**config.mk**
```make
export PLATFORM = sky130hd
export DESIGN_NAME = integer_radix_to_ascii_flat
export DESIGN_NICKNAME = d
export VERILOG_FILES = /design/src/hdl/ira_pkg.sv /design/src/hdl/ira_if.sv /design/src/hdl/integer_radix_to_ascii.sv /design/src/hdl/ira_ram.sv /design/src/hdl/ira_divider.sv /design/src/flat_wrapper.sv
export SDC_FILE = /design/constraint.sdc
export NUM_CORES = 1
export LEC_CHECK = 0
export BUFFER_PORTS_ARGS = -buffer_cell sky130_fd_sc_hd__buf_4
export CAP_MARGIN = 40
export CORE_MARGIN = 3
export CORE_UTILIZATION = 45
export CTS_CLUSTER_SIZE = 16
export DETAILED_ROUTE_END_ITERATION = 10
export PLACE_DENSITY = 0.69
export SYNTH_ARGS = -nofsm -noshare
export SYNTH_HDL_FRONTEND = slang
export SYNTH_SLANG_ARGS = --single-unit
export TNS_END_PERCENT = 50
```
**constraint.sdc**
```tcl
create_clock -name clk -period 14.8 [get_ports clk]
set_clock_uncertainty 0.2 [all_clocks]
set_input_delay 0.74 -clock clk [delete_from_list [all_inputs] [get_ports clk]]
set_output_delay 0.74 -clock clk [all_outputs]
set_load 0.02 [all_outputs]
```
**src/hdl/ira_pkg.sv**
```systemverilog
`timescale 1ns / 1ps
// ira_pkg: widths, character constants and shared types for the integer to
// ascii formatter. No dependencies; every other file of the block but ira_ram imports it.
package ira_pkg;

  // value width and the widths that follow from it
  localparam int VALUE_WIDTH    = 32;
  localparam int RADIX_W        = 5;
  localparam int DIGIT_W        = 4;
  localparam int CHAR_W         = 8;
  localparam int CNT_W          = $clog2(VALUE_WIDTH + 1);
  localparam int ADDR_W         = $clog2(VALUE_WIDTH);

  // divider geometry: quotient bits resolved per cycle
  localparam int BITS_PER_CYCLE = 8;
  localparam int DIV_CYCLES     = (VALUE_WIDTH + BITS_PER_CYCLE - 1) / BITS_PER_CYCLE;
  localparam int DIV_WIDTH      = DIV_CYCLES * BITS_PER_CYCLE;
  localparam int DIV_CNT_W      = $clog2(DIV_CYCLES + 1);

  // legal number bases
  localparam logic [RADIX_W-1:0] RADIX_MIN = 5'd2;
  localparam logic [RADIX_W-1:0] RADIX_MAX = 5'd16;

  // ascii codes
  localparam logic [CHAR_W-1:0] CHAR_MINUS   = 8'h2D;
  localparam logic [CHAR_W-1:0] CHAR_ZERO    = 8'h30;
  localparam logic [CHAR_W-1:0] CHAR_LOWER_A = 8'h61;
  localparam logic [CHAR_W-1:0] CHAR_UPPER_A = 8'h41;

  typedef logic [CHAR_W-1:0] char_t;

  // result of one division pass
  typedef struct packed {
    logic                   done;
    logic [VALUE_WIDTH-1:0] quotient;
    logic [DIGIT_W-1:0]     remainder;
  } div_res_t;

  // digit to ascii, '0'..'9' then 'a'..'f' or 'A'..'F'
  function automatic char_t digit_char(input logic [DIGIT_W-1:0] d, input logic upper);
    char_t c;
    if (d < 4'd10) begin
      c = CHAR_ZERO + char_t'(d);
    end else if (upper) begin
      c = CHAR_UPPER_A + char_t'(d - 4'd10);
    end else begin
      c = CHAR_LOWER_A + char_t'(d - 4'd10);
    end
    return c;
  endfunction

endpackage

```
**src/hdl/ira_if.sv**
```systemverilog
`timescale 1ns / 1ps
// ira_in_if and ira_out_if: valid/ready channels for number beats and for
// character beats. Depends on ira_pkg for the field widths.
interface ira_in_if import ira_pkg::*; ();
  logic                   valid;
  logic                   ready;
  logic [VALUE_WIDTH-1:0] value;
  logic [RADIX_W-1:0]     radix;
  logic                   uppercase;
  logic                   signed_mode;

  modport source (output valid, value, radix, uppercase, signed_mode, input ready);
  modport sink   (input valid, value, radix, uppercase, signed_mode, output ready);
endinterface

interface ira_out_if import ira_pkg::*; ();
  logic              valid;
  logic              ready;
  logic [CHAR_W-1:0] character;
  logic              last;

  modport source (output valid, character, last, input ready);
  modport sink   (input valid, character, last, output ready);
endinterface

```
**src/hdl/integer_radix_to_ascii.sv**
```systemverilog
`timescale 1ns / 1ps
// Formats one integer per input beat as ASCII text in base 2..16, most
// significant digit first, one character per output beat, last set on the
// final character; a negative value in signed mode leads with '-'. A beat
// with a radix outside 2..16 is taken and dropped with no output. Each number
// is handled alone: in_item.ready is high only while the block is idle. The
// digits come from one shared divider that resolves 8 quotient bits a cycle,
// each digit being stored least significant first, and the digit store is
// then read back most significant first, one character per read. The '-' is
// sent from the sign state, between the last division and the first digit,
// and adds no time when the sink never stalls.
// Depends on ira_pkg, ira_if, ira_ram and ira_divider.
module integer_radix_to_ascii import ira_pkg::*; (
  input  logic        clk,
  input  logic        rst_n,
  ira_in_if.sink      in_item,
  ira_out_if.source   out_item
);

  localparam logic [2:0] S_IDLE  = 3'd0;
  localparam logic [2:0] S_START = 3'd1;
  localparam logic [2:0] S_WAIT  = 3'd2;
  localparam logic [2:0] S_SIGN  = 3'd3;
  localparam logic [2:0] S_LOAD  = 3'd4;
  localparam logic [2:0] S_READ  = 3'd5;

  logic [2:0]             state_r,     state_nxt;
  logic [VALUE_WIDTH-1:0] quo_r,       quo_nxt;
  logic [RADIX_W-1:0]     radix_r,     radix_nxt;
  logic                   upper_r,     upper_nxt;
  logic                   neg_r,       neg_nxt;
  logic [CNT_W-1:0]       cnt_r,       cnt_nxt;
  logic [ADDR_W-1:0]      idx_r,       idx_nxt;
  logic                   out_valid_r, out_valid_nxt;
  char_t                  out_char_r,  out_char_nxt;
  logic                   out_last_r,  out_last_nxt;

  logic                   div_start;
  div_res_t               div_res;
  logic                   ram_we;
  logic [DIGIT_W-1:0]     ram_rdata;
  logic                   out_free;
  logic                   in_neg;

  // shared divider
  ira_divider u_divider (
    .clk      (clk),
    .rst_n    (rst_n),
    .start    (div_start),
    .dividend (quo_r),
    .divisor  (radix_r),
    .res      (div_res)
  );

  // digit store, least significant digit at address zero
  ira_ram #(
    .WIDTH (DIGIT_W),
    .DEPTH (VALUE_WIDTH)
  ) u_digit_ram (
    .clk   (clk),
    .we    (ram_we),
    .waddr (cnt_r[ADDR_W-1:0]),
    .wdata (div_res.remainder),
    .raddr (idx_r),
    .rdata (ram_rdata)
  );

  assign out_free       = !out_valid_r || out_item.ready;
  assign in_neg         = in_item.signed_mode && in_item.value[VALUE_WIDTH-1];
  assign in_item.ready  = (state_r == S_IDLE);

  // sequencer
  always_comb begin
    state_nxt     = state_r;
    quo_nxt       = quo_r;
    radix_nxt     = radix_r;
    upper_nxt     = upper_r;
    neg_nxt       = neg_r;
    cnt_nxt       = cnt_r;
    idx_nxt       = idx_r;
    out_valid_nxt = out_valid_r && !out_item.ready;
    out_char_nxt  = out_char_r;
    out_last_nxt  = out_last_r;
    div_start     = 1'b0;
    ram_we        = 1'b0;
    case (state_r)
      S_IDLE: begin
        if (in_item.valid && in_item.radix >= RADIX_MIN && in_item.radix <= RADIX_MAX) begin
          quo_nxt   = in_neg ? ('0 - in_item.value) : in_item.value;
          radix_nxt = in_item.radix;
          upper_nxt = in_item.uppercase;
          neg_nxt   = in_neg;
          cnt_nxt   = '0;
          state_nxt = S_START;
        end
      end
      S_START: begin
        div_start = 1'b1;
        state_nxt = S_WAIT;
      end
      S_WAIT: begin
        // store one digit and go on while the quotient is nonzero
        if (div_res.done) begin
          ram_we  = 1'b1;
          cnt_nxt = cnt_r + 1'b1;
          quo_nxt = div_res.quotient;
          if (div_res.quotient == '0 || cnt_nxt == CNT_W'(VALUE_WIDTH)) begin
            idx_nxt   = cnt_r[ADDR_W-1:0];
            state_nxt = S_SIGN;
          end else begin
            state_nxt = S_START;
          end
        end
      end
      S_SIGN: begin
        if (!neg_r) begin
          state_nxt = S_LOAD;
        end else if (out_free) begin
          out_valid_nxt = 1'b1;
          out_char_nxt  = CHAR_MINUS;
          out_last_nxt  = 1'b0;
          state_nxt     = S_LOAD;
        end
      end
      S_LOAD: begin
        // digits leave most significant first
        if (out_free) begin
          out_valid_nxt = 1'b1;
          out_char_nxt  = digit_char(ram_rdata, upper_r);
          out_last_nxt  = (idx_r == '0);
          if (idx_r == '0) begin
            state_nxt = S_IDLE;
          end else begin
            idx_nxt   = idx_r - 1'b1;
            state_nxt = S_READ;
          end
        end
      end
      S_READ: begin
        state_nxt = S_LOAD;
      end
      default: begin
        state_nxt = S_IDLE;
      end
    endcase
  end

  // control registers
  always_ff @(posedge clk) begin
    if (!rst_n) begin
      state_r     <= S_IDLE;
      cnt_r       <= '0;
      out_valid_r <= 1'b0;
    end else begin
      state_r     <= state_nxt;
      cnt_r       <= cnt_nxt;
      out_valid_r <= out_valid_nxt;
    end
  end

  // working and payload registers
  always_ff @(posedge clk) begin
    quo_r      <= quo_nxt;
    radix_r    <= radix_nxt;
    upper_r    <= upper_nxt;
    neg_r      <= neg_nxt;
    idx_r      <= idx_nxt;
    out_char_r <= out_char_nxt;
    out_last_r <= out_last_nxt;
  end

  assign out_item.valid     = out_valid_r;
  assign out_item.character = out_char_r;
  assign out_item.last      = out_last_r;

  // a character that is not the last one means the number is still being sent
  a_mid_text_busy: assert property (@(posedge clk) disable iff (!rst_n)
    out_valid_r && !out_last_r |-> state_r != S_IDLE)
    else $error("non-final character held while idle");

  // the divider only finishes while the sequencer waits for it
  a_div_done_in_wait: assert property (@(posedge clk) disable iff (!rst_n)
    div_res.done |-> state_r == S_WAIT)
    else $error("divider done outside wait");

  // a stored digit lies below the radix
  a_digit_range: assert property (@(posedge clk) disable iff (!rst_n)
    div_res.done |-> div_res.remainder < radix_r)
    else $error("digit not below radix");

  // the digit store never overflows
  a_store_bound: assert property (@(posedge clk) disable iff (!rst_n)
    ram_we |-> cnt_r < CNT_W'(VALUE_WIDTH))
    else $error("digit store overflow");

endmodule

```
**src/hdl/ira_ram.sv**
```systemverilog
`timescale 1ns / 1ps
// ira_ram: generic single-write, single-read memory with registered read data.
// No dependencies.
module ira_ram #(
  parameter int WIDTH = 4,
  parameter int DEPTH = 32
) (
  input  logic                     clk,
  input  logic                     we,
  input  logic [$clog2(DEPTH)-1:0] waddr,
  input  logic [WIDTH-1:0]         wdata,
  input  logic [$clog2(DEPTH)-1:0] raddr,
  output logic [WIDTH-1:0]         rdata
);

  logic [WIDTH-1:0] mem [DEPTH];

  // write port
  always_ff @(posedge clk) begin
    if (we) begin
      mem[waddr] <= wdata;
    end
  end

  // registered read port
  always_ff @(posedge clk) begin
    rdata <= mem[raddr];
  end

endmodule

```
**src/hdl/ira_divider.sv**
```systemverilog
`timescale 1ns / 1ps
// ira_divider: iterative restoring divider of the value by the radix,
// BITS_PER_CYCLE quotient bits per cycle. Depends on ira_pkg.
module ira_divider import ira_pkg::*; (
  input  logic                   clk,
  input  logic                   rst_n,
  input  logic                   start,
  input  logic [VALUE_WIDTH-1:0] dividend,
  input  logic [RADIX_W-1:0]     divisor,
  output div_res_t               res
);

  logic [DIV_WIDTH-1:0] work_r;
  logic [DIV_WIDTH-1:0] work_nxt;
  logic [DIGIT_W-1:0]   rem_r;
  logic [DIGIT_W-1:0]   rem_nxt;
  logic [RADIX_W-1:0]   den_r;
  logic [DIV_CNT_W-1:0] step_r;
  logic                 busy_r;
  logic                 done_r;

  // BITS_PER_CYCLE steps of shift, compare and subtract; partial remainder stays below the radix
  always_comb begin
    logic [RADIX_W-1:0] trial;
    rem_nxt  = rem_r;
    work_nxt = work_r;
    for (int i = 0; i < BITS_PER_CYCLE; i++) begin
      trial    = {rem_nxt, work_nxt[DIV_WIDTH-1]};
      work_nxt = {work_nxt[DIV_WIDTH-2:0], 1'b0};
      if (trial >= den_r) begin
        trial       = trial - den_r;
        work_nxt[0] = 1'b1;
      end
      rem_nxt = trial[DIGIT_W-1:0];
    end
  end

  // operands and partial results
  always_ff @(posedge clk) begin
    if (start) begin
      work_r <= DIV_WIDTH'(dividend);
      rem_r  <= '0;
      den_r  <= divisor;
    end else if (busy_r) begin
      work_r <= work_nxt;
      rem_r  <= rem_nxt;
    end
  end

  // step counter and done pulse
  always_ff @(posedge clk) begin
    if (!rst_n) begin
      busy_r <= 1'b0;
      done_r <= 1'b0;
      step_r <= '0;
    end else begin
      done_r <= 1'b0;
      if (start) begin
        busy_r <= 1'b1;
        step_r <= '0;
      end else if (busy_r) begin
        step_r <= step_r + 1'b1;
        if (step_r == DIV_CNT_W'(DIV_CYCLES - 1)) begin
          busy_r <= 1'b0;
          done_r <= 1'b1;
        end
      end
    end
  end

  assign res.done      = done_r;
  assign res.quotient  = work_r[VALUE_WIDTH-1:0];
  assign res.remainder = rem_r;

endmodule
```
**src/flat_wrapper.sv**
```systemverilog
// flat-port wrapper written by rule: the top's interface ports become plain ports
module integer_radix_to_ascii_flat import ira_pkg::*;
  (clk, rst_n, in_item_valid, in_item_value, in_item_radix, in_item_uppercase, in_item_signed_mode, in_item_ready, out_item_valid, out_item_character, out_item_last, out_item_ready);
  ira_in_if in_item_i ();
  ira_out_if out_item_i ();
  input  logic clk;
  input  logic rst_n;
  input wire logic [$bits(in_item_i.valid)-1:0] in_item_valid;
  input wire logic [$bits(in_item_i.value)-1:0] in_item_value;
  input wire logic [$bits(in_item_i.radix)-1:0] in_item_radix;
  input wire logic [$bits(in_item_i.uppercase)-1:0] in_item_uppercase;
  input wire logic [$bits(in_item_i.signed_mode)-1:0] in_item_signed_mode;
  output wire logic [$bits(in_item_i.ready)-1:0] in_item_ready;
  output wire logic [$bits(out_item_i.valid)-1:0] out_item_valid;
  output wire logic [$bits(out_item_i.character)-1:0] out_item_character;
  output wire logic [$bits(out_item_i.last)-1:0] out_item_last;
  input wire logic [$bits(out_item_i.ready)-1:0] out_item_ready;
  assign in_item_i.valid = in_item_valid;
  assign in_item_i.value = in_item_value;
  assign in_item_i.radix = in_item_radix;
  assign in_item_i.uppercase = in_item_uppercase;
  assign in_item_i.signed_mode = in_item_signed_mode;
  assign in_item_ready = in_item_i.ready;
  assign out_item_valid = out_item_i.valid;
  assign out_item_character = out_item_i.character;
  assign out_item_last = out_item_i.last;
  assign out_item_i.ready = out_item_ready;
  integer_radix_to_ascii u_core (.clk(clk), .rst_n(rst_n), .in_item(in_item_i), .out_item(out_item_i));
endmodule
```
==> run_results.csv, run 1 <==
group,metric,value,unit
status,outcome,"finished, final reports clean",
detailed_routing,drt-pass1-iter-count,8,
synth,synth_area,12500,sq um
die,die_x,173,um
synth,synth_flop_cell,"edfxtp_1",
job,max-cap-violations,0,
detailed_routing,drc,0,
cts,cts_hold_buf,0,
critical_path,startpoint,"u_core.u_divider.den_r[1]",
synth,synth_edf_count,218,
cts,cts_made_buffers,25,
die,start_util,0.461,
critical_path,slowest_delay,0.70,ns
synth,synth.area.top_cells,"edfxtp_1 52%, ha_1 5.5%, nand2_1 4.8%, dfxtp_1 3.7%, mux4_2 3.6%",
critical_path,critPathMaxFanout,10,
worst_hold_path,hold_path.startpoint,"in_item_uppercase",
sta,rsz0062_at_grt,"no",
global_route,grt_overflow_total,0,
cts,clock-root-buffer,"clkbuf_16",
synth,syn_inst,1072,
cts,post_cts_resized,0,
placed_design,pre_cts_slack,1.62,ns
final_layout,layout_common_cells,"218 x edfxtp_1, 161 x nand2_1, 86 x nor2_1",
synth,synth_cell_type_count,65,
final_layout,layout-drive-gt1-share,0.134,
critical_path,cp.required,15.00,ns
die,std_cell_rows,60,
sta,fin_crit,13.32,ns
global_route,grt_antenna_before_repair,2,
detailed_routing,routed_via_density,5.65,
placed_design,port_buffers,53,
die,io_pins,54,
final_layout,nFillCells,2370,
cts,clk_latency,0.54,ns
worst_hold_path,hp-class,"in2reg",
synth,ys_ff_latch,241,
critical_path,worstSetupPathType,"reg2reg",
final_layout,area_growth,12.5,%
cts,clockBufferDepth,3,
sta,finalSetupViolations,0,
synth,yosysTopAreaCellShare,0.524,
global_route,grt_pass1_vias,8260,
detailed_routing,drtAntennaViolNets,0,
global_route,grt_pass1_wl,44.1,mm
sta,worst-slew-pin-transition,0.826,ns
cts,clkTransAtPathRegs,0.07,ns
detailed_routing,route.vias.total,8530,
synth,avgSynthCellArea,11.7,sq um
final_layout,layout_commonest_cell,"edfxtp_1",
synth,yosysWarnings,0,
sta,finalWorstSetupSlack,1.48,ns
synth,synth_top_cell_by_area,"edfxtp_1",
detailed_routing,wl_per_cell,18.2,um
critical_path,crit_path_end_kind,"flop",
sta,finalCritPeriodShare,0.900,
cts,cts_tree,"yes",
synth,ys_async_sr_fraction,0,
synth,synth_nets,1178,
cts,clock_sinks,241,
critical_path,slowest_stage,"o41ai_1",
sta,hold_viol,0,
detailed_routing,routed_wirelength,27.5,mm
critical_path,r2r_start,"u_core.u_divider.den_r[1]",
global_route,grt_max_degree,58,
placed_design,hpwl,19.0,mm
sta,finalSetupTns,0,ns
die,die_area,29800,sq um
critical_path,start_kind,"flop",
sta,max-slew-margin-rel,0.449,
placed_design,gp_congestion,0.848,
sta,fmax,75.1,MHz
critical_path,crit_top_cell,"ha_1",
die,die_h,173,um
cts,cts.htree.levels,1,
critical_path,worstPathArrival,13.52,ns
global_route,gr-usage-all-layers,0.181,
synth,synth-seq-area-share,0.561,
cts,post_cts_buffers,0,
final_layout,nets,1225,
sta,drv_slew,0,
die,core,27100,sq um
detailed_routing,first_iter_violations,795,
## cell type report
type	count	area [sq um]	area share
well taps	372	465	0.0331
diodes	1	2.50	0.000178
multi-input cells	745	5170	0.368
inverters	43	161	0.0115
flip-flops and latches	241	7010	0.498
clock buffers	31	658	0.0468
repair buffers	63	480	0.0342
clock inverters	15	114	0.00810
## worst paths after layout
| check | depth (start not counted) | endpoint | slack [ns] |
|---|---|---|---|
| max reg2reg | 44 | u_core.u_divider.rem_r[3] | 1.48 |
| max | 44 | u_core.u_divider.rem_r[3] | 1.48 |
| min | 1 | u_core.upper_r | 0.20 |
| min reg2reg | 0 | u_core.u_divider.den_r[2] | 0.22 |
## registers in the layout, summed over array words and instances (netlist names), 5 cells and up
signal                     cells
u_core.idx_r                   5
u_core.u_divider.den_r         5
u_core.out_item.character      8
u_core.cnt_r                   6
u_core.u_divider.work_r       32
u_core.u_digit_ram.mem       128
u_core.quo_r                  32
u_core.radix_r                 5
## critical path, delay by kind of cell, from the launching register on
family          cells  cell delay, ns
flops               1            0.62
compound gates     24            6.57
fa+ha+maj           8            2.60
buf+inv             2            0.50
simple gates        7            1.48
mux                 3            1.19
## stage by stage
| stage | cell area, sq um | std cells | hold slack, ns | util |
|---|---|---|---|---|
| after floorplan | 12500 | 1072 | 0.200 | - |
| after global routing | 14100 | 1511 | 0.190 | 0.519 |
| final | 14100 | 1511 | 0.197 | 0.519 |
| after detailed placement | 13300 | 1464 | 0.207 | 0.490 |
| after CTS | 14100 | 1510 | 0.185 | 0.519 |
| after global placement | 13300 | 1463 | 0.202 | 0.490 |
## routing by layer
metal,up-vias,routed length [um],global-route usage
met5,-,0,0
met4,0,529,0.0534
met3,45,1460,0.0220
met2,267,13200,0.301
met1,4137,12300,0.251
li1,4081,-,-
## synthesized netlist by cell type (10+ instances only)
| master | instances |
|---|---|
| ha_1 | 55 |
| nor4_1 | 12 |
| o22ai_1 | 12 |
| o21ai_0 | 55 |
| nand2_1 | 161 |
| a21oi_1 | 46 |
| edfxtp_1 | 218 |
| or3_1 | 11 |
| o31ai_1 | 14 |
| nor2_1 | 86 |
| mux2_2 | 10 |
| o21ai_1 | 10 |
| clkbuf_1 | 32 |
| a31oi_1 | 11 |
| mux2i_1 | 28 |
| nor3_1 | 15 |
| mux4_2 | 20 |
| dfxtp_1 | 23 |
| inv_1 | 42 |
| xor2_1 | 14 |
| o21a_1 | 17 |
| nand2b_1 | 11 |
| xnor2_1 | 33 |
| o221ai_1 | 12 |
## kinds of logic after synthesis
family / share of synthesized area
mux: 0.0675
compound gates: 0.112
fa+ha+maj: 0.0679
buf+inv: 0.0265
xor+xnor: 0.0329
flops: 0.561
simple gates: 0.132
Power of run 1 is not shown: default switching activity piles up to over one toggle a cycle in this logic, so the estimate is an artifact.
==> run 2: changes to the inputs <==
ABC_AREA = 1   (was unset)
ABC_CLOCK_PERIOD_IN_PS = 14800   (was unset)
==> run 2 against run 1 <==
  * Cell count rose by 23%
  * Synthesized cell count up 31%
  * Global-route usage is 2.0 points higher
  * Synthesized area grew 4.4%
  * Hold slack lost 0.012 ns
  * First-iteration DRC count grew 8.1%
  * Die area increased by 4.2%
  * Maximum frequency increased by 21%
  * Critical path depth increased by 20
==> run_results.csv, run 2 <==
group,metric,value,unit
global_route,grt_max_degree,66,
sta,worst-slew-pin-transition,0.801,ns
placed_design,dp.cells,1810,
final_layout,antenna_cells,0,
sta,rsz0062_at_grt,"no",
global_route,grt_overflow_total,0,
detailed_routing,routed_wirelength,31.1,mm
critical_path,slowest_stage,"edfxtp_1",
worst_hold_path,min_path_cells,1,
detailed_routing,drt-pass1-iter-count,6,
final_layout,layout-drive-gt1-share,0.0980,
die,std_cell_rows,61,
final_layout,final-seq-area,7010,sq um
detailed_routing,first_iter_violations,859,
critical_path,critPathMaxFanout,10,
die,io_pins,54,
placed_design,port_buffers,53,
detailed_routing,drc,0,
synth,ys_async_sr_fraction,0,
global_route,grt_pass1_vias,9717,
detailed_routing,wl_per_cell,16.7,um
detailed_routing,routed_via_density,5.32,
synth,yosysMostFrequentCell,"nand2_1",
critical_path,startpoint,"u_core.u_divider.den_r[1]",
sta,hold_viol,0,
global_route,grt_antenna_before_repair,0,
final_layout,multiInputGateArea,5300,sq um
synth,synth_flop_cell,"edfxtp_1",
cts,cts.htree.levels,1,
synth,synth_area,13100,sq um
critical_path,cp.required,14.87,ns
synth,yosysTopAreaCellShare,0.502,
final_layout,largest_register,"u_core.u_digit_ram.mem",
cts,cts_hold_buf,0,
critical_path,path_buf_inv,12,
cts,clk_latency,0.54,ns
synth,synth_edf_count,218,
cts,clock-root-buffer,"clkbuf_16",
cts,clock_sinks,241,
placed_design,hpwl,21.9,mm
placed_design,gp_congestion,0.929,
sta,whs,0.184,ns
cts,post_cts_resized,0,
final_layout,reg_top3,"u_core.u_digit_ram.mem x128, u_core.quo_r x32, u_core.u_divider.work_r x32",
cts,post_cts_buffers,0,
synth,avgSynthCellArea,9.29,sq um
sta,fin_crit,11.01,ns
synth,synth_commonest_cells,"380 x nand2_1, 218 x edfxtp_1, 135 x inv_1",
critical_path,r2r_cells,64,
cts,clkTransAtPathRegs,0.06,ns
die,start_util,0.463,
synth,synth-seq-area-share,0.537,
detailed_routing,drtAntennaViolNets,0,
final_layout,final_cells,1858,
critical_path,cp_num_cells,64,
critical_path,r2r_start,"u_core.u_divider.den_r[1]",
die,die_area,31100,sq um
sta,finalSetupTns,0,ns
final_layout,layout_commonest_cell,"nand2_1",
final_layout,nFillCells,2520,
worst_hold_path,hold_path.startpoint,"in_item_uppercase",
sta,finalSetupViolations,0,
sta,drv_slew,0,
critical_path,path_delay_family,"simple AND/OR/NAND/NOR gates",
die,die_h,176,um
final_layout,nets,1567,
synth,yosysWarnings,0,
cts,cts_made_buffers,26,
detailed_routing,route.vias.total,9885,
synth,synth_top_cell_by_area,"edfxtp_1",
global_route,grt_pass1_wl,50.1,mm
synth,ys_ff_latch,241,
critical_path,slowest_delay,0.65,ns
die,die_x,176,um
status,outcome,"finished, final reports clean",
sta,max-slew-margin-rel,0.466,
synth,synth.area.top_cells,"edfxtp_1 50%, nand2_1 11%, ha_1 5.3%, inv_1 3.9%, nor2_1 3.7%",
critical_path,start_kind,"flop",
sta,finalCritPeriodShare,0.744,
final_layout,utilization,0.523,
die,core,28200,sq um
final_layout,area_growth,12.8,%
sta,fmax,90.8,MHz
synth,syn_inst,1405,
critical_path,crit_path_end_kind,"flop",
worst_hold_path,hp-class,"in2reg",
critical_path,worstPathArrival,11.09,ns
synth,synth_nets,1511,
final_layout,largest_reg_flops,128,
cts,cts_tree,"yes",
job,max-cap-violations,0,
global_route,gr-usage-all-layers,0.200,
critical_path,worstSetupPathType,"reg2reg",
synth,synth_cell_type_count,49,
final_layout,layout_common_cells,"380 x nand2_1, 218 x edfxtp_1, 135 x inv_1",
cts,clockBufferDepth,3,
## run 2: kinds of logic (layout without fill, tap and decap cells)
group	count (synthesis)	after routing	share of synthesized area
compound gates	200	200	0.0871
mux	16	16	0.0123
fa+ha+maj	63	63	0.0650
xor+xnor	37	37	0.0248
buf+inv	181	256	0.0568
flops	241	241	0.537
simple gates	667	667	0.217
## run 2: routing by layer
layer  vias up  wire length (um)  GRT usage
met5         -                 0          0
met4         0              1200     0.0759
met3        67              1680     0.0275
met2       294             15500      0.348
met1      4658             12800      0.255
li1       4866                 -          -
## run 2: area by class of cell
cell class | count | share of cell area
inverter | 142 | 0.0364
timing repair buffer | 67 | 0.0386
sequential | 241 | 0.476
clock inverter | 10 | 0.00773
tap | 378 | 0.0321
clock buffer | 37 | 0.0490
multi-input combinational | 983 | 0.360
## run 2: through the flow
step	worst slack (ns)	instance area, sq um
after global routing	2.66	14700
after detailed placement	3.94	13900
after floorplan	5.35	13100
after CTS	3.90	14700
final	3.79	14700
after global placement	4.32	13800
## run 2: final timing paths
check                                    end  slack (ns)
setup reg to reg  u_core.u_divider.work_r[0]        3.79
hold reg to reg    u_core.u_divider.den_r[4]        0.22
setup / recovery  u_core.u_divider.work_r[0]        3.79
hold / removal                u_core.upper_r        0.18
## run 2: worst register-to-register path, delay by kind of cell, from the launching register on
family | cells | cell delay, ns
and+or+nand+nor | 32 | 3.97
adders and majority gates | 8 | 2.39
AOI/OAI and AO/OA | 12 | 1.97
buffers and inverters | 12 | 1.57
DFF | 1 | 0.65
Power of run 2 is left out for the same reason.
